**src/sv/glr_pkg.sv**
```systemverilog
// glr_pkg: shared types and constants for the grid line rasteriser.
// No dependencies; imported by every module of the block.
package glr_pkg;

  localparam int CELL_W          = 16;  // width of cell_x / cell_y
  localparam int COORD_IN_W      = 16;  // width of the endpoint ports
  localparam int GW_W            = 16;  // width of the grid_width register
  localparam int DEF_MAX_POINTS  = 64;
  localparam int DEF_COORD_BITS  = 16;

  localparam logic [GW_W-1:0] GRID_WIDTH_RST = 16'd32;

  // register index, taken from paddr[2]
  localparam logic REG_GRID_WIDTH = 1'b0;

  typedef enum logic [2:0] {
    ST_IDLE,
    ST_ORDER,
    ST_CHECK,
    ST_DIV_MAJ,
    ST_DIV_MIN,
    ST_WALK
  } state_t;

  typedef struct packed {
    logic capture;     // latch the endpoints of an accepted request
    logic order;       // choose axes, order endpoints, load spans
    logic div_start;   // start a division by the grid width
    logic div_minor;   // 1: divide the minor start, 0: the major start
    logic take_major;  // quotient -> major cell
    logic take_minor;  // quotient -> minor cell
    logic emit;        // load the next point into the output register
  } dp_cmd_t;

  typedef struct packed {
    logic span_zero;   // segment has no length along the major axis
    logic div_done;    // divider quotient ready this cycle
    logic out_free;    // output register can take a point
    logic last;        // point about to be emitted is the final one
  } dp_status_t;

endpackage

```
**src/sv/glr_divider.sv**
```systemverilog
// glr_divider: restoring divider, one quotient bit per cycle.
// Divides a coordinate by the grid width. Depends on glr_pkg.
module glr_divider #(
  parameter int NUM_W = glr_pkg::DEF_COORD_BITS
) (
  input  logic                    clk,
  input  logic                    rst_n,
  input  logic                    start,
  input  logic [NUM_W-1:0]        numer,
  input  logic [glr_pkg::GW_W-1:0] denom,
  output logic                    done,
  output logic [NUM_W-1:0]        quot
);
  import glr_pkg::*;

  localparam int CNT_W = $clog2(NUM_W + 1);

  logic             busy_r;
  logic             done_r;
  logic [CNT_W-1:0] cnt_r;
  logic [GW_W-1:0]  rem_r;
  logic [GW_W-1:0]  den_r;
  logic [NUM_W-1:0] quot_r;

  logic [GW_W:0]    rem_sh;
  logic [GW_W:0]    rem_diff;
  logic             ge;
  logic [GW_W-1:0]  rem_nxt;
  logic [NUM_W-1:0] quot_nxt;

  always_comb begin
    rem_sh   = {rem_r, quot_r[NUM_W-1]};
    rem_diff = rem_sh - {1'b0, den_r};
    ge       = (rem_sh >= {1'b0, den_r});
    rem_nxt  = ge ? rem_diff[GW_W-1:0] : rem_sh[GW_W-1:0];
    quot_nxt = {quot_r[NUM_W-2:0], ge};
  end

  always_ff @(posedge clk) begin
    if (!rst_n) begin
      busy_r <= 1'b0;
      done_r <= 1'b0;
      cnt_r  <= '0;
    end else begin
      done_r <= 1'b0;
      if (start) begin
        busy_r <= 1'b1;
        cnt_r  <= CNT_W'(NUM_W);
      end else if (busy_r) begin
        cnt_r <= cnt_r - 1'b1;
        if (cnt_r == CNT_W'(1)) begin
          busy_r <= 1'b0;
          done_r <= 1'b1;
        end
      end
    end
  end

  always_ff @(posedge clk) begin
    if (start) begin
      rem_r  <= '0;
      den_r  <= denom;
      quot_r <= numer;
    end else if (busy_r) begin
      rem_r  <= rem_nxt;
      quot_r <= quot_nxt;
    end
  end

  assign done = done_r;
  assign quot = quot_r;

endmodule

```
**src/sv/glr_datapath.sv**
```systemverilog
// glr_datapath: endpoint ordering, Bresenham walk state and output register.
// Depends on glr_pkg and glr_divider; driven by glr_controller commands.
module glr_datapath #(
  parameter int MAX_POINTS = glr_pkg::DEF_MAX_POINTS,
  parameter int COORD_BITS = glr_pkg::DEF_COORD_BITS
) (
  input  logic                           clk,
  input  logic                           rst_n,
  input  glr_pkg::dp_cmd_t               cmd,
  output glr_pkg::dp_status_t            status,
  input  logic [glr_pkg::GW_W-1:0]       gw,
  input  logic [glr_pkg::COORD_IN_W-1:0] in_start_x,
  input  logic [glr_pkg::COORD_IN_W-1:0] in_start_y,
  input  logic [glr_pkg::COORD_IN_W-1:0] in_end_x,
  input  logic [glr_pkg::COORD_IN_W-1:0] in_end_y,
  output logic                           out_valid,
  input  logic                           out_stall,
  output logic [glr_pkg::CELL_W-1:0]     out_cell_x,
  output logic [glr_pkg::CELL_W-1:0]     out_cell_y,
  output logic                           out_last_point,
  output logic                           out_truncated
);
  import glr_pkg::*;

  // coordinates used: low COORD_BITS bits of the 16-bit ports
  localparam int CW    = (COORD_BITS < COORD_IN_W) ? COORD_BITS : COORD_IN_W;
  localparam int POS_W = GW_W + 1;
  localparam int PW    = $clog2(MAX_POINTS + 1);
  localparam int ERR_W = CW + 2;

  logic [CW-1:0] sx_r, sy_r, ex_r, ey_r;

  logic [POS_W-1:0]        major_pos_r;
  logic [CW-1:0]           major_end_r;
  logic [CW-1:0]           minor_start_r;
  logic [CELL_W-1:0]       minor_cell_r;
  logic [CELL_W-1:0]       major_cell_r;
  logic signed [ERR_W-1:0] error_acc_r;
  logic [CW-1:0]           span_major_r;
  logic [CW-1:0]           span_minor_r;
  logic                    axis_swapped_r;
  logic                    minor_down_r;
  logic [PW-1:0]           points_sent_r;

  logic              out_valid_r;
  logic [CELL_W-1:0] out_cell_x_r;
  logic [CELL_W-1:0] out_cell_y_r;
  logic              out_last_r;
  logic              out_trunc_r;
  logic              out_valid_nxt;

  // ordering
  logic [CW-1:0] dx, dy, p1a, p1b, p2a, p2b, a1, b1, a2, b2, smaj, smin;
  logic          steep, flip;

  always_comb begin
    dx    = (sx_r > ex_r) ? (sx_r - ex_r) : (ex_r - sx_r);
    dy    = (sy_r > ey_r) ? (sy_r - ey_r) : (ey_r - sy_r);
    steep = (dy > dx);
    p1a   = steep ? sy_r : sx_r;
    p1b   = steep ? sx_r : sy_r;
    p2a   = steep ? ey_r : ex_r;
    p2b   = steep ? ex_r : ey_r;
    flip  = (p1a > p2a);
    a1    = flip ? p2a : p1a;
    b1    = flip ? p2b : p1b;
    a2    = flip ? p1a : p2a;
    b2    = flip ? p1b : p2b;
    smaj  = a2 - a1;
    smin  = (b1 > b2) ? (b1 - b2) : (b2 - b1);
  end

  // divider, shared by both start cells
  logic [CW-1:0] div_numer;
  logic [CW-1:0] div_quot;
  logic          div_done;

  assign div_numer = cmd.div_minor ? minor_start_r : major_pos_r[CW-1:0];

  glr_divider #(
    .NUM_W (CW)
  ) u_div (
    .clk   (clk),
    .rst_n (rst_n),
    .start (cmd.div_start),
    .numer (div_numer),
    .denom (gw),
    .done  (div_done),
    .quot  (div_quot)
  );

  // walk step
  logic [POS_W-1:0]        major_pos_nxt;
  logic                    reach_end;
  logic                    at_cap;
  logic                    last_pt;
  logic signed [ERR_W-1:0] err_add;
  logic                    minor_step;
  logic signed [ERR_W-1:0] error_acc_nxt;
  logic [CELL_W-1:0]       minor_cell_nxt;

  always_comb begin
    major_pos_nxt = major_pos_r + POS_W'(gw);
    reach_end     = (major_pos_nxt >= POS_W'(major_end_r));
    at_cap        = (points_sent_r == PW'(MAX_POINTS - 1));
    last_pt       = reach_end || at_cap;
    err_add       = error_acc_r + $signed({2'b00, span_minor_r});
    minor_step    = ($signed({err_add, 1'b0}) >= $signed({3'b000, span_major_r}));
    error_acc_nxt = minor_step ? (err_add - $signed({2'b00, span_major_r})) : err_add;
    if (!minor_step) begin
      minor_cell_nxt = minor_cell_r;
    end else if (minor_down_r) begin
      // saturate at row zero
      minor_cell_nxt = (minor_cell_r != '0) ? (minor_cell_r - 1'b1) : minor_cell_r;
    end else begin
      minor_cell_nxt = minor_cell_r + 1'b1;
    end
  end

  always_ff @(posedge clk) begin
    if (cmd.capture) begin
      sx_r <= in_start_x[CW-1:0];
      sy_r <= in_start_y[CW-1:0];
      ex_r <= in_end_x[CW-1:0];
      ey_r <= in_end_y[CW-1:0];
    end
    if (cmd.order) begin
      axis_swapped_r <= steep;
      major_pos_r    <= POS_W'(a1);
      major_end_r    <= a2;
      minor_start_r  <= b1;
      span_major_r   <= smaj;
      span_minor_r   <= smin;
      minor_down_r   <= !(b1 < b2);
      error_acc_r    <= '0;
      points_sent_r  <= '0;
    end
    if (cmd.take_major) begin
      major_cell_r <= CELL_W'(div_quot);
    end
    if (cmd.take_minor) begin
      minor_cell_r <= CELL_W'(div_quot);
    end
    if (cmd.emit) begin
      out_cell_x_r  <= axis_swapped_r ? minor_cell_r : major_cell_r;
      out_cell_y_r  <= axis_swapped_r ? major_cell_r : minor_cell_r;
      out_last_r    <= last_pt;
      out_trunc_r   <= last_pt && !reach_end;
      minor_cell_r  <= minor_cell_nxt;
      error_acc_r   <= error_acc_nxt;
      major_pos_r   <= major_pos_nxt;
      major_cell_r  <= major_cell_r + 1'b1;
      points_sent_r <= points_sent_r + 1'b1;
    end
  end

  always_comb begin
    if (cmd.emit) begin
      out_valid_nxt = 1'b1;
    end else if (out_stall) begin
      out_valid_nxt = out_valid_r;
    end else begin
      out_valid_nxt = 1'b0;
    end
  end

  always_ff @(posedge clk) begin
    if (!rst_n) begin
      out_valid_r <= 1'b0;
    end else begin
      out_valid_r <= out_valid_nxt;
    end
  end

  assign status.span_zero = (span_major_r == '0);
  assign status.div_done  = div_done;
  assign status.out_free  = !out_valid_r || !out_stall;
  assign status.last      = last_pt;

  assign out_valid      = out_valid_r;
  assign out_cell_x     = out_cell_x_r;
  assign out_cell_y     = out_cell_y_r;
  assign out_last_point = out_last_r;
  assign out_truncated  = out_trunc_r;

  // a point is only ever emitted for a segment of non-zero length
  a_emit_span: assert property (@(posedge clk) disable iff (!rst_n)
    cmd.emit |-> span_major_r != '0)
    else $error("point emitted for zero-length segment");

  // error term stays below half a major span between points
  a_err_bound: assert property (@(posedge clk) disable iff (!rst_n)
    cmd.emit |-> $signed({error_acc_r, 1'b0}) < $signed({3'b000, span_major_r}))
    else $error("error accumulator out of range");

  // point count never passes the cap
  a_cap: assert property (@(posedge clk) disable iff (!rst_n)
    cmd.emit |-> points_sent_r <= PW'(MAX_POINTS - 1))
    else $error("point count beyond limit");

  // a downward walk never moves the minor cell up
  a_down: assert property (@(posedge clk) disable iff (!rst_n)
    (cmd.emit && minor_down_r) |=> minor_cell_r <= $past(minor_cell_r))
    else $error("minor cell rose on a downward walk");

endmodule

```
**src/sv/glr_controller.sv**
```systemverilog
// glr_controller: sequencer for one segment at a time.
// Depends on glr_pkg; drives glr_datapath through dp_cmd_t.
module glr_controller (
  input  logic                clk,
  input  logic                rst_n,
  input  logic                in_valid,
  output logic                in_stall,
  input  glr_pkg::dp_status_t status,
  output glr_pkg::dp_cmd_t    cmd
);
  import glr_pkg::*;

  state_t state_r;
  state_t state_nxt;

  always_comb begin
    state_nxt = state_r;
    case (state_r)
      ST_IDLE: begin
        if (in_valid) state_nxt = ST_ORDER;
      end
      ST_ORDER: begin
        state_nxt = ST_CHECK;
      end
      ST_CHECK: begin
        state_nxt = status.span_zero ? ST_IDLE : ST_DIV_MAJ;
      end
      ST_DIV_MAJ: begin
        if (status.div_done) state_nxt = ST_DIV_MIN;
      end
      ST_DIV_MIN: begin
        if (status.div_done) state_nxt = ST_WALK;
      end
      ST_WALK: begin
        if (status.out_free && status.last) state_nxt = ST_IDLE;
      end
      default: begin
        state_nxt = ST_IDLE;
      end
    endcase
  end

  always_comb begin
    cmd      = '0;
    in_stall = 1'b1;
    case (state_r)
      ST_IDLE: begin
        in_stall    = 1'b0;
        cmd.capture = in_valid;
      end
      ST_ORDER: begin
        cmd.order = 1'b1;
      end
      ST_CHECK: begin
        cmd.div_start = !status.span_zero;
      end
      ST_DIV_MAJ: begin
        cmd.take_major = status.div_done;
        cmd.div_start  = status.div_done;
        cmd.div_minor  = 1'b1;
      end
      ST_DIV_MIN: begin
        cmd.div_minor  = 1'b1;
        cmd.take_minor = status.div_done;
      end
      ST_WALK: begin
        cmd.emit = status.out_free;
      end
      default: begin
        cmd = '0;
      end
    endcase
  end

  always_ff @(posedge clk) begin
    if (!rst_n) begin
      state_r <= ST_IDLE;
    end else begin
      state_r <= state_nxt;
    end
  end

endmodule

```
**src/sv/grid_line_rasterizer.sv**
```systemverilog
// grid_line_rasterizer: top level, APB-style register and block wiring.
// Depends on glr_pkg, glr_controller, glr_datapath (and glr_divider below it).
//
// Takes one segment request (two pixel endpoints) at a time and emits the
// grid cells along it, one result request per point, as an integer
// Bresenham walk: x is the major axis unless the y span is strictly larger,
// the walk runs up the major axis from the lower endpoint in steps of
// grid_width pixels, and the far endpoint is never emitted. At most
// MAX_POINTS points come out; when the walk is cut there, the last point
// carries truncated. A zero-length segment gives no results. A grid_width of
// zero acts as one. The bit-serial divider works out the two start cells
// (lower endpoint divided by grid_width) one after the other; the walk
// then emits one point per cycle while the output is not stalled. The last
// point can sit in the output register while the next segment is accepted.
// grid_width may be rewritten only while the block is idle.
module grid_line_rasterizer #(
  parameter int MAX_POINTS = glr_pkg::DEF_MAX_POINTS,
  parameter int COORD_BITS = glr_pkg::DEF_COORD_BITS
) (
  input  logic                           clk,
  input  logic                           rst_n,
  // segment requests
  input  logic                           in_valid,
  output logic                           in_stall,
  input  logic [glr_pkg::COORD_IN_W-1:0] in_start_x,
  input  logic [glr_pkg::COORD_IN_W-1:0] in_start_y,
  input  logic [glr_pkg::COORD_IN_W-1:0] in_end_x,
  input  logic [glr_pkg::COORD_IN_W-1:0] in_end_y,
  // point results
  output logic                           out_valid,
  input  logic                           out_stall,
  output logic [glr_pkg::CELL_W-1:0]     out_cell_x,
  output logic [glr_pkg::CELL_W-1:0]     out_cell_y,
  output logic                           out_last_point,
  output logic                           out_truncated,
  // configuration
  input  logic                           psel,
  input  logic                           penable,
  input  logic                           pwrite,
  input  logic [2:0]                     paddr,
  input  logic [31:0]                    pwdata,
  output logic [31:0]                    prdata,
  output logic                           pready
);
  import glr_pkg::*;

  // grid_width register, byte address 0; paddr[2] picks the register
  logic [GW_W-1:0] grid_width_r;
  logic [GW_W-1:0] grid_width_nxt;
  logic            reg_wr;
  logic [GW_W-1:0] gw_eff;

  assign pready = 1'b1;
  assign reg_wr = psel && penable && pwrite && pready;

  always_comb begin
    grid_width_nxt = grid_width_r;
    if (reg_wr && (paddr[2] == REG_GRID_WIDTH)) begin
      grid_width_nxt = pwdata[GW_W-1:0];
    end
  end

  always_ff @(posedge clk) begin
    if (!rst_n) begin
      grid_width_r <= GRID_WIDTH_RST;
    end else begin
      grid_width_r <= grid_width_nxt;
    end
  end

  // reads of addresses past the register list return zero
  assign prdata = (paddr[2] == REG_GRID_WIDTH) ? {16'h0000, grid_width_r} : 32'h0;

  // zero width would stall the walk: treat as one pixel per cell
  assign gw_eff = (grid_width_r == '0) ? GW_W'(1) : grid_width_r;

  dp_cmd_t    cmd;
  dp_status_t status;

  glr_controller u_ctrl (
    .clk      (clk),
    .rst_n    (rst_n),
    .in_valid (in_valid),
    .in_stall (in_stall),
    .status   (status),
    .cmd      (cmd)
  );

  glr_datapath #(
    .MAX_POINTS (MAX_POINTS),
    .COORD_BITS (COORD_BITS)
  ) u_dp (
    .clk            (clk),
    .rst_n          (rst_n),
    .cmd            (cmd),
    .status         (status),
    .gw             (gw_eff),
    .in_start_x     (in_start_x),
    .in_start_y     (in_start_y),
    .in_end_x       (in_end_x),
    .in_end_y       (in_end_y),
    .out_valid      (out_valid),
    .out_stall      (out_stall),
    .out_cell_x     (out_cell_x),
    .out_cell_y     (out_cell_y),
    .out_last_point (out_last_point),
    .out_truncated  (out_truncated)
  );

endmodule

```
**config.mk**
```make
export PLATFORM = sky130hd
export DESIGN_NAME = grid_line_rasterizer
export DESIGN_NICKNAME = d
export VERILOG_FILES = /design/src/sv/glr_pkg.sv /design/src/sv/glr_divider.sv /design/src/sv/glr_datapath.sv /design/src/sv/glr_controller.sv /design/src/sv/grid_line_rasterizer.sv
export SDC_FILE = /design/constraint.sdc
export NUM_CORES = 1
export LEC_CHECK = 0
export BUFFER_PORTS_ARGS = -buffer_cell sky130_fd_sc_hd__buf_2
export CAP_MARGIN = 10
export CORE_MARGIN = 3
export CORE_UTILIZATION = 67
export DETAILED_ROUTE_END_ITERATION = 6
export GPL_ROUTABILITY_DRIVEN = 0
export GPL_TIMING_DRIVEN = 0
export HOLD_SLACK_MARGIN = 0.02
export PLACE_DENSITY = 0.87
export SLEW_MARGIN = 10
export SYNTH_ARGS = -nofsm -noshare
export SYNTH_HDL_FRONTEND = slang
export SYNTH_SLANG_ARGS = --single-unit
```
**constraint.sdc**
```tcl
create_clock -name clk -period 21.3 [get_ports clk]
set_input_delay 1.065 -clock clk [delete_from_list [all_inputs] [get_ports clk]]
set_output_delay 1.065 -clock clk [all_outputs]
set_load 0.01 [all_outputs]
```
==> metrics.md <==
| Metric | Value |
|---|---|
| Clock slew at reported path FFs | 0.06 ns |
| Gr ovfl total | 0 |
| Crit. End Element | register |
| IO Pins | about 180 |
| H-tree depth | 2 |
| Worst Path Arrival | between 15 and 20 ns |
| Critical path class | register to register |
| Area of the multi-input gates | between 10000 and 15000 sq um |
| Delay of the slowest critical-path stage | just over 0.6 ns |
| Die H | between 150 and 200 microns |
| Sequential fraction of the synthesis area | a little under two fifths |
| Routed Wire Length | roughly 67000 microns |
| Most common cell after layout, fill and taps aside | edfxtp_1 |
| Setup Buffers After CTS | 0 |
| Starting density of the core | about two thirds |
| Ys flop type | edfxtp_1 |
| CP dominant cell by count | a21o_1 |
| Die width | roughly 200 microns |
| Hold-fix buffers, CTS | 0 |
| Syn avg cell area | just over 9 sq um |
| Initial antenna violation count | 1 |
| Unrepaired setup endpoints after global routing | no |
| Share of cells above drive strength 1 | 10.8% |
| Setup TNS | 0 ns |
| MaxCap Viol Count | 0 |
| Startpoint Class | register |
| CTS Buf Count | 36 |
| Final net count | between 3k and 4k |
| Number of fill cells in the layout | about 2.3k |
| Slew Limit Headroom | 34.7% |
| DR iter-0 viols | around 2.8k |
| Syn Inst Count | about 2.5k |
| Most frequent cells in the layout | edfxtp_1 (270), nand2_1 (246), ha_1 (238) |
| Number of global-route vias before repair | 20.7k |
| Pin count of the biggest net entering global routing | 36 |
| F_max | between 60 and 70 MHz |
| Hpwl dp | 51300 microns |
| Worst skew pair latency | 0.57 ns |
| Final setup vio count | 0 |
| Detailed-route via count | around 21k |
| CP Max Fanout | 10 |
| Post-cts sizing count | 0 |
| I/O Buffers | 139 |
| Status | finished, final reports clean |
| Count of cell types in the netlist | just over 80 |
| First-pass GRT wire length | 106000 microns |
| CTS max path bufs | 3 |
| Sink Count | between 300 and 400 |
| CTS tree | yes |
| Largest delay share family, worst path | compound AO/OA/AOI/OAI gates |
| Via density | 6.49 |
| Post-DR wirelength/cell | about 21 microns |
| Synth warnings | 0 |
| Die area | 37800 sq um |
| Drt drc | 0 |
| Std-Cell Rows | between 60 and 70 |
| Core Region | 34800 sq um |
| First-pass DRT Iterations | 7 |
| Post-synthesis instance area | between 20000 and 25000 sq um |
| Seq. cell area | about 9000 sq um |
| Routed Antenna Nets | 0 |
| Final Hold Viols | 0 |
| FF+latch count, synth | between 300 and 400 |
| Period minus WS final | between 15 and 20 ns |
| Synthesis-to-layout area growth | 10.9% |
| Crit share post-route | between 70% and 80% |
| Slew @ Worst Pin | 0.967 ns |
| Post-synth EDFFs | 270 |
| Clock skew | between 0.02 and 0.03 ns |
| Async S/R FF share, synth | 0% |
| Worst endpoint required time | 21.59 ns |
| Total Routing Usage GR | 34.7% |
| CP max-delay cell | clkbuf_1 |
| CP bufs+invs | 16 |
| Slew Viols, Final | 0 |
| Clk root buf | clkbuf_16 |
| Worst min path class | register to register |
[sequential cells by signal (all words and copies together) (netlist names), 16 cells and up]
register	flops
u_dp.sx_r	16
u_dp.u_div.rem_r	16
u_dp.sy_r	16
u_dp.minor_cell_r	16
u_dp.major_end_r	16
u_dp.span_major_r	16
u_dp.span_minor_r	16
grid_width_r	16
u_dp.u_div.quot	16
u_dp.u_div.den_r	16
u_dp.out_cell_y	16
u_dp.error_acc_r	18
u_dp.ex_r	16
u_dp.out_cell_x	16
u_dp.ey_r	16
u_dp.major_cell_r	16
u_dp.minor_start_r	16
u_dp.major_pos_r	17
[area by class of cell]
type | instances | area share (%)
diodes | 1 | 0.00948
plain buffers | 130 | 2.23
clock buffers | 46 | 3.56
clock inverters | 20 | 0.607
inverters | 228 | 3.24
multi-input cells | 1890 | 51.1
flip-flops and latches | 313 | 34.0
well taps | 455 | 2.16
repair buffers | 145 | 3.12
[through the flow]
step | hold WS [ns] | util [%] | instance area (sq um) | setup slack, ns | cells
2_1_floorplan | 0.426 | - | 23900 | 9.44 | 2561
3_3_place_gp | 0.442 | 72.2 | 25100 | 7.16 | 3155
3_5_place_dp | 0.463 | 72.7 | 25300 | 6.76 | 3161
4_1_cts | 0.477 | 75.8 | 26400 | 6.67 | 3227
5_1_grt | 0.506 | 75.8 | 26400 | 5.52 | 3227
6_report | 0.487 | 75.8 | 26400 | 6.10 | 3228
[per-layer routing]
| metal | part of all wire (%) | global-route usage [%] | routed length, microns |
|---|---|---|---|
| met3 | 10 | 7.04 | 7050 |
| met5 | 0 | 0 | 0 |
| met2 | 46 | 57.6 | 31100 |
| met4 | 7.6 | 23.0 | 5140 |
| met1 | 36 | 41.0 | 24200 |
[logic make-up (layout without fill, tap and decap cells)]
family                   count (synthesis)  in the layout  synth area share, %
buffers and inverters                  358            569                 6.06
adder cells (fa/ha/maj)                251            251                 13.5
AO/OA/AOI/OAI                          680            680                 18.1
multiplexers                           158            158                 6.84
other                                    2             18               0.0316
XOR/XNOR                               138            138                 5.08
AND/OR/NAND/NOR                        646            646                 12.6
flip-flops                             313            313                 37.7
[cell usage after synthesis (13+ instances only)]
| cell | n | area, sq um |
|---|---|---|
| and3_1 | 17 | 106 |
| o21bai_1 | 33 | 248 |
| nand2_1 | 246 | 923 |
| a21o_1 | 95 | 713 |
| buf_1 | 13 | 48.8 |
| a21oi_1 | 205 | 1030 |
| nand3_1 | 60 | 300 |
| nor3_1 | 32 | 160 |
| nor4_1 | 15 | 93.8 |
| xnor2_1 | 92 | 806 |
| mux2_2 | 37 | 417 |
| buf_2 | 13 | 65.1 |
| edfxtp_1 | 270 | 8110 |
| clkbuf_1 | 84 | 315 |
| o211ai_1 | 14 | 105 |
| or3_1 | 13 | 81.3 |
| o31ai_1 | 20 | 150 |
| nand4_1 | 26 | 163 |
| dfxtp_1 | 43 | 861 |
| buf_4 | 18 | 135 |
| a21boi_0 | 24 | 180 |
| inv_1 | 228 | 856 |
| nor2b_1 | 38 | 238 |
| nor2_1 | 149 | 559 |
| o21ai_0 | 151 | 756 |
| xor2_1 | 46 | 403 |
| a211oi_1 | 22 | 165 |
| ha_1 | 238 | 2980 |
| mux2i_1 | 121 | 1210 |
| o21a_1 | 16 | 120 |
[worst paths after layout]
check	start	to	slack [ns]	cells after the start
setup / recovery	u_dp.sy_r[0]$_DFFE_PP_	u_dp.span_minor_r[10]$_DFFE_PP_	6.10	59
hold / removal	u_dp.u_div.rem_r[4]$_SDFFE_PP0P_	u_dp.u_div.rem_r[4]$_SDFFE_PP0P_	0.49	2
setup reg to reg	u_dp.sy_r[0]$_DFFE_PP_	u_dp.span_minor_r[10]$_DFFE_PP_	6.10	59
hold reg to reg	u_dp.u_div.rem_r[4]$_SDFFE_PP0P_	u_dp.u_div.rem_r[4]$_SDFFE_PP0P_	0.49	2
[worst register-to-register path: cells and delay by family (launching register included)]
family / cells / cell delay [ns]
AO/OA/AOI/OAI: 22 / 4.43
buffers and inverters: 16 / 4.01
AND/OR/NAND/NOR: 9 / 2.82
adder cells (fa/ha/maj): 6 / 1.90
multiplexers: 4 / 1.11
flip-flops: 1 / 0.43
XOR/XNOR: 2 / 0.25
Power is not shown: default switching activity piles up to over one toggle a cycle in this logic, so the estimate is an artifact.
